--- config.mk ---
export PLATFORM = sky130hd
export DESIGN_NAME = fcu_post
export DESIGN_NICKNAME = d
export VERILOG_FILES = /design/src/rtl/fixed_point_fully_connected_unit_macros.svh /design/src/rtl/fcu_pkg.sv /design/src/rtl/fcu_post.sv
export SDC_FILE = /design/constraint.sdc
export NUM_CORES = 1
export LEC_CHECK = 0
export BUFFER_PORTS_ARGS = -buffer_cell sky130_fd_sc_hd__buf_2
export CAP_MARGIN = 10
export CORE_AREA = 2 2 325 327
export DETAILED_ROUTE_END_ITERATION = 8
export DIE_AREA = 0 0 327 329
export PLACE_DENSITY = 0.71
export SYNTH_ARGS = -nofsm -noshare
export SYNTH_HDL_FRONTEND = slang
export SYNTH_SLANG_ARGS = --single-unit
--- constraint.sdc ---
create_clock -name i_clk -period 9.96 [get_ports i_clk]
set_input_delay 2.49 -clock i_clk [delete_from_list [all_inputs] [get_ports i_clk]]
set_output_delay 2.49 -clock i_clk [all_outputs]
set_load 0.005 [all_outputs]
--- src/rtl/fixed_point_fully_connected_unit_macros.svh ---
// Assertion macros used by the fully connected unit top level.
`ifndef FIXED_POINT_FULLY_CONNECTED_UNIT_MACROS_SVH
`define FIXED_POINT_FULLY_CONNECTED_UNIT_MACROS_SVH

`ifndef SYNTH

`define FCU_CHECK(label, expr) \
    label: assert property (@(posedge i_clk) disable iff (!i_rst_n) (expr)) \
        else $error("fcu check failed");

`define FCU_IMPLY(label, ante, cons) \
    label: assert property (@(posedge i_clk) disable iff (!i_rst_n) (ante) |-> (cons)) \
        else $error("fcu implication failed");

`define FCU_NEXT(label, ante, cons) \
    label: assert property (@(posedge i_clk) disable iff (!i_rst_n) (ante) |=> (cons)) \
        else $error("fcu next-cycle check failed");

`else

`define FCU_CHECK(label, expr)

`define FCU_IMPLY(label, ante, cons)

`define FCU_NEXT(label, ante, cons)

`endif

`endif

--- src/rtl/fcu_pkg.sv ---
// Types and constants of the fixed-point fully connected unit.
package fcu_pkg;

    localparam int CMD_W    = 2;
    localparam int ROW_W    = 6;
    localparam int COL_W    = 10;
    localparam int VAL_W    = 16;
    localparam int CFG_IDX_W = 1;
    localparam int CFG_DAT_W = 7;
    localparam int OCNT_W   = 7;
    localparam int FRAC_W   = 5;
    localparam int PROD_W   = 32;

    localparam logic [CMD_W-1:0] CMD_WEIGHT = 2'd0;
    localparam logic [CMD_W-1:0] CMD_BIAS   = 2'd1;
    localparam logic [CMD_W-1:0] CMD_DATA   = 2'd2;

    localparam logic [CFG_IDX_W-1:0] REG_OUT_COUNT = 1'd0;
    localparam logic [CFG_IDX_W-1:0] REG_FRAC_BITS = 1'd1;

    localparam logic [OCNT_W-1:0] OUT_COUNT_RST = 7'd64;
    localparam logic [FRAC_W-1:0] FRAC_BITS_RST = 5'd8;

    typedef struct packed {
        logic             wr_en;
        logic [ROW_W-1:0] wr_row;
        logic             rd_en;
        logic             mul_en;
        logic             acc_en;
        logic             shift;
        logic             clear;
    } t_cell_ctl;

    typedef struct packed {
        logic             take;
        logic [ROW_W-1:0] idx;
        logic             last;
        logic             bias_we;
        logic [ROW_W-1:0] bias_row;
    } t_post_req;

endpackage

--- src/rtl/fcu_post.sv ---
// Result path: bias memory, bias add, arithmetic shift, saturation and output register.
module fcu_post #(
    parameter int OUT_MAX = 64,
    parameter int ACC_W   = 42
) (
    input  logic                              i_clk,
    input  logic                              i_rst_n,
    input  fcu_pkg::t_post_req                i_req,
    input  logic signed [fcu_pkg::VAL_W-1:0]  i_bias_data,
    input  logic signed [ACC_W-1:0]           i_acc,
    input  logic [fcu_pkg::FRAC_W-1:0]        i_frac_bits,
    output logic                              o_adv,
    output logic                              o_valid,
    input  logic                              i_ready,
    output logic [fcu_pkg::ROW_W-1:0]         o_out_index,
    output logic signed [fcu_pkg::VAL_W-1:0]  o_out_value,
    output logic                              o_out_last
);

    localparam int BW    = (OUT_MAX > 1) ? $clog2(OUT_MAX) : 1;
    localparam int MAC_W = ACC_W + 17;
    localparam logic signed [MAC_W-1:0] SAT_HI = MAC_W'(32767);
    localparam logic signed [MAC_W-1:0] SAT_LO = MAC_W'(-32768);

    logic signed [fcu_pkg::VAL_W-1:0] r_bias_mem [OUT_MAX];

    logic                             r_s1_v;
    logic signed [fcu_pkg::VAL_W-1:0] r_s1_bias;
    logic signed [ACC_W-1:0]          r_s1_acc;
    logic [fcu_pkg::ROW_W-1:0]        r_s1_idx;
    logic                             r_s1_last;

    logic                             r_s2_v;
    logic signed [MAC_W-1:0]          r_s2_mac;
    logic [fcu_pkg::ROW_W-1:0]        r_s2_idx;
    logic                             r_s2_last;

    logic                             r_ov;
    logic signed [fcu_pkg::VAL_W-1:0] r_o_value;
    logic [fcu_pkg::ROW_W-1:0]        r_o_idx;
    logic                             r_o_last;

    logic signed [MAC_W-1:0]          w_mac;
    logic signed [MAC_W-1:0]          w_sh;
    logic signed [fcu_pkg::VAL_W-1:0] w_sat;
    logic                             w_bias_we;

    assign o_adv     = !r_ov || i_ready;
    assign w_bias_we = i_req.bias_we && (32'(i_req.bias_row) < OUT_MAX);

    assign w_mac = (MAC_W'(r_s1_bias) <<< i_frac_bits) + MAC_W'(r_s1_acc);
    assign w_sh  = r_s2_mac >>> i_frac_bits;

    always_comb begin
        if (w_sh > SAT_HI) begin
            w_sat = 16'sh7FFF;
        end else if (w_sh < SAT_LO) begin
            w_sat = 16'sh8000;
        end else begin
            w_sat = w_sh[fcu_pkg::VAL_W-1:0];
        end
    end

    always_ff @(posedge i_clk) begin
        if (w_bias_we) begin
            r_bias_mem[i_req.bias_row[BW-1:0]] <= i_bias_data;
        end
        if (o_adv) begin
            if (i_req.take) begin
                r_s1_bias <= r_bias_mem[i_req.idx[BW-1:0]];
            end
            r_s1_acc  <= i_acc;
            r_s1_idx  <= i_req.idx;
            r_s1_last <= i_req.last;
            r_s2_mac  <= w_mac;
            r_s2_idx  <= r_s1_idx;
            r_s2_last <= r_s1_last;
            r_o_value <= w_sat;
            r_o_idx   <= r_s2_idx;
            r_o_last  <= r_s2_last;
        end
    end

    always_ff @(posedge i_clk) begin
        if (!i_rst_n) begin
            r_s1_v <= 1'b0;
            r_s2_v <= 1'b0;
            r_ov   <= 1'b0;
        end else if (o_adv) begin
            r_s1_v <= i_req.take;
            r_s2_v <= r_s1_v;
            r_ov   <= r_s2_v;
        end
    end

    assign o_valid     = r_ov;
    assign o_out_index = r_o_idx;
    assign o_out_value = r_o_value;
    assign o_out_last  = r_o_last;

endmodule

==> out/results.txt <==
Final Max Slew Viols - 0
Resize count post-CTS - 0
DRC errors left - 0
final setup fails - 0
DR WL/cell - 30.1 um
Ports - 106
top-count cell post-synth - edfxtp_1
Synth area leaders - edfxtp_1, mux4_2, mux2i_1
Crit Path Max Fanout - 48
post-synth top area cell - edfxtp_1
count of clock tree sinks - 1181
GPL Wtd Cong - 0.949
worst slew pin tran - 1250 ps
initial antenna violation count - 5
Mapped Area - 0.0517 mm^2
Yosys reg bits - 1181
vias in the first global route - 28900
clock root buffer - clkbuf_16
Reg power frac - 49.6%
Hold Buf Count CTS - 0
maximum clock frequency - 141 MHz
worst-path cell chain - buf_4 -> mux2_2 -> o21ai_0 -> nor2_1 -> a31oi_1 -> mux2_2 -> nor2_1 -> ha_1 -> nand4_1 -> nor4_1 -> o2111ai_1 -> a21oi_1 -> o21ai_0 -> o211ai_1 -> and4_1 -> o21ai_0
aggregate routed wire length - 135000 um
worst hold path class - flop to flop
reg2reg start - r_s1_bias[15]
Worst Path Required - 10360 ps
number of buffers created by CTS - 116
crit path launch type - primary input
vias per std cell - 6.35
WHS Endpoint - o_out_index[3]
Power per Cell Area - 202 mW/mm^2
Final Cycle Share - 71.4%
die width - 327 um
site row count - 119
Initial DRC Count - 3251
top cell type's share of synthesized area - 68.4%
most common flop cell mapped by yosys - edfxtp_1
FF-to-FF End - r_s2_mac[54]
DP Area - 0.0540 mm^2
clk slew on worst S/H paths - 60 ps
CP arrival - 7520 ps
core area - 0.104 mm^2
grt total ovfl - 0
Final Hold Fails - 0
skew final - 41.9 ps
post-synthesis sequential area ratio - 68.5%
Leak - 0.0190 uW
Layout Nets - 3132
input/output buffers - 105
Worst path max stage delay - 600 ps
Setup crit end kind - flop
setup bufs post-CTS - 0
Max VDD drop - 230 uV
layout cell share with drive strength beyond 1 - 25.7%
Slowest-stage cell, CP - a21oi_1
Area growth syn-to-layout - 11.9%
dpl hpwl - 84800 um
syn_nets - 2990
YS warnings - 0
worst reg-to-reg path cell count - 16
RSZ-0062 raised after global routing - no
asr flop ratio synth - 0%
min Tclk post-route - 7120 ps
Die H - 329 um
Slew headroom - 16.6%
Post-Synthesis Cells - 2861
Max Cap Viol - 0
total negative slack - 0 ps
crit-path most repeated cell - o21ai_0
Antenna Nets Post-Route - 0
largest net degree at the start of global routing - 120
status - complete, no violations
total net switching power - 2970 uW
first-pass GRT wire length - 196000 um
initial core utilization - 49.6%
number of flops mapped to enable cells by yosys - 1178
CTS max path bufs - 3
hold path cells - 0
CTS tree - yes
Switching Share - 25.4%
Tot GR Track Use - 25.2%
Layout Cell Area excl Fill - 0.0579 mm^2
Int Power - 8720 uW
Comb power frac - 13.5%
reg-to-reg setup timing slack - 4840 ps
TritonRoute pass-1 iters - 8
Worst-Skew Late Latency - 720 ps
hold wc startpoint - r_s2_idx[3]
post-synthesis cell type count - 77
synth cell count leaders - edfxtp_1, mux4_2, nor2_1
H-tree level count - 3
Post-Syn Area per Cell - 18.1 um^2
routed via count - 28500
Die ar. - 0.108 mm^2
critical path type - primary input to flop
Clock power frac - 36.9%
[kinds of logic after synthesis]
logic type / share of synthesized area [%]
compound gates: 4.74
flops: 68.5
simple gates: 4.33
fa+ha+maj: 1.18
buf+inv: 1.61
mux: 19.0
xor+xnor: 0.609
[area by class of cell]
class / count / area [um^2]
antenna: 1 / 2.50
clock buffer: 135 / 3000
clock inverter: 80 / 785
fill: 7750 / 46500
inverter: 29 / 109
multi-input combinational: 1480 / 15500
sequential: 1181 / 35400
tap: 1391 / 1740
timing repair buffer: 195 / 1320
[cells in the final DEF, fill, tap and decap left out, drive strengths merged, types with 9 or more instances in the layout]
| master | n |
|---|---|
| and2 | 9 |
| clkbuf | 135 |
| nor3 | 18 |
| nand3 | 29 |
| buf | 195 |
| nor4 | 11 |
| o31ai | 11 |
| nand2b | 14 |
| a21oi | 102 |
| xnor2 | 25 |
| bufinv | 11 |
| nand4 | 15 |
| o211ai | 18 |
| xor2 | 11 |
| edfxtp | 1178 |
| a21o | 24 |
| nand2 | 171 |
| o22ai | 17 |
| mux4 | 378 |
| ha | 47 |
| o21a | 11 |
| a31oi | 12 |
| nor2 | 177 |
| o21bai | 11 |
| mux2i | 93 |
| mux2 | 36 |
| o21ai | 106 |
| clkinv | 57 |
| inv | 33 |
| a211oi | 20 |
| nor2b | 20 |
[power groups by stage]
stage	logic, uW	clock network, uW	registers, uW
final	1570	4320	5800
after detailed placement	1540	0	5900
after CTS	1550	4400	5800
after global placement	1540	0	5890
after global routing	1680	4570	5810
after floorplan	1010	0	5830
[per-layer routing]
metal  part of all wire (%)  up-vias  GRT usage, %
li1                       -    12100             -
met1                     37    14800          32.2
met2                     51     1337          43.9
met3                    7.3      271          3.78
met4                    4.2        6          9.46
met5                  0.027        -             0
[critical path: cells and delay by family]
family	cells	cell delay (ps)
AO/OA/AOI/OAI	7	2280
adder cells (fa/ha/maj)	1	450
buffers and inverters	1	580
multiplexers	2	630
AND/OR/NAND/NOR	5	1050
[worst max-delay path by stage]
| stage | endpoint | start | slack [ps] | cells after the start |
|---|---|---|---|---|
| after global placement | r_s2_mac[58] | i_frac_bits[0] | 2370 | 18 |
| after global routing | r_s2_mac[54] | i_frac_bits[0] | 2540 | 18 |
| after floorplan | o_adv | i_ready | 990 | 2 |
| final | r_s2_mac[54] | i_frac_bits[0] | 2840 | 16 |
| after detailed placement | r_s2_mac[58] | i_frac_bits[0] | 2290 | 16 |
| after CTS | r_s2_mac[54] | i_frac_bits[0] | 3000 | 16 |
[per-stage QoR]
stage	cells	hold WS (ps)	power [uW]	setup slack, ps	utilization, %
3_3_place_gp	4272	401	7430	2370	51.8
3_5_place_dp	4272	405	7450	2290	51.8
2_1_floorplan	2861	400	6840	988	-
5_1_grt	4491	425	12100	2540	55.5
4_1_cts	4487	420	11700	3000	55.4
6_report	4492	420	11700	2840	55.5
[sequential cells by signal, indices dropped and copies added, names as in the netlist, 6 cells and up]
name / cells
o_out_index: 6
r_s2_idx: 6
r_bias_mem: 1024
r_s1_bias: 16
r_s1_acc: 42
r_s1_idx: 6
o_out_value: 16
r_s2_mac: 59
No activity file was read; power rests on OpenSTA's default activity.
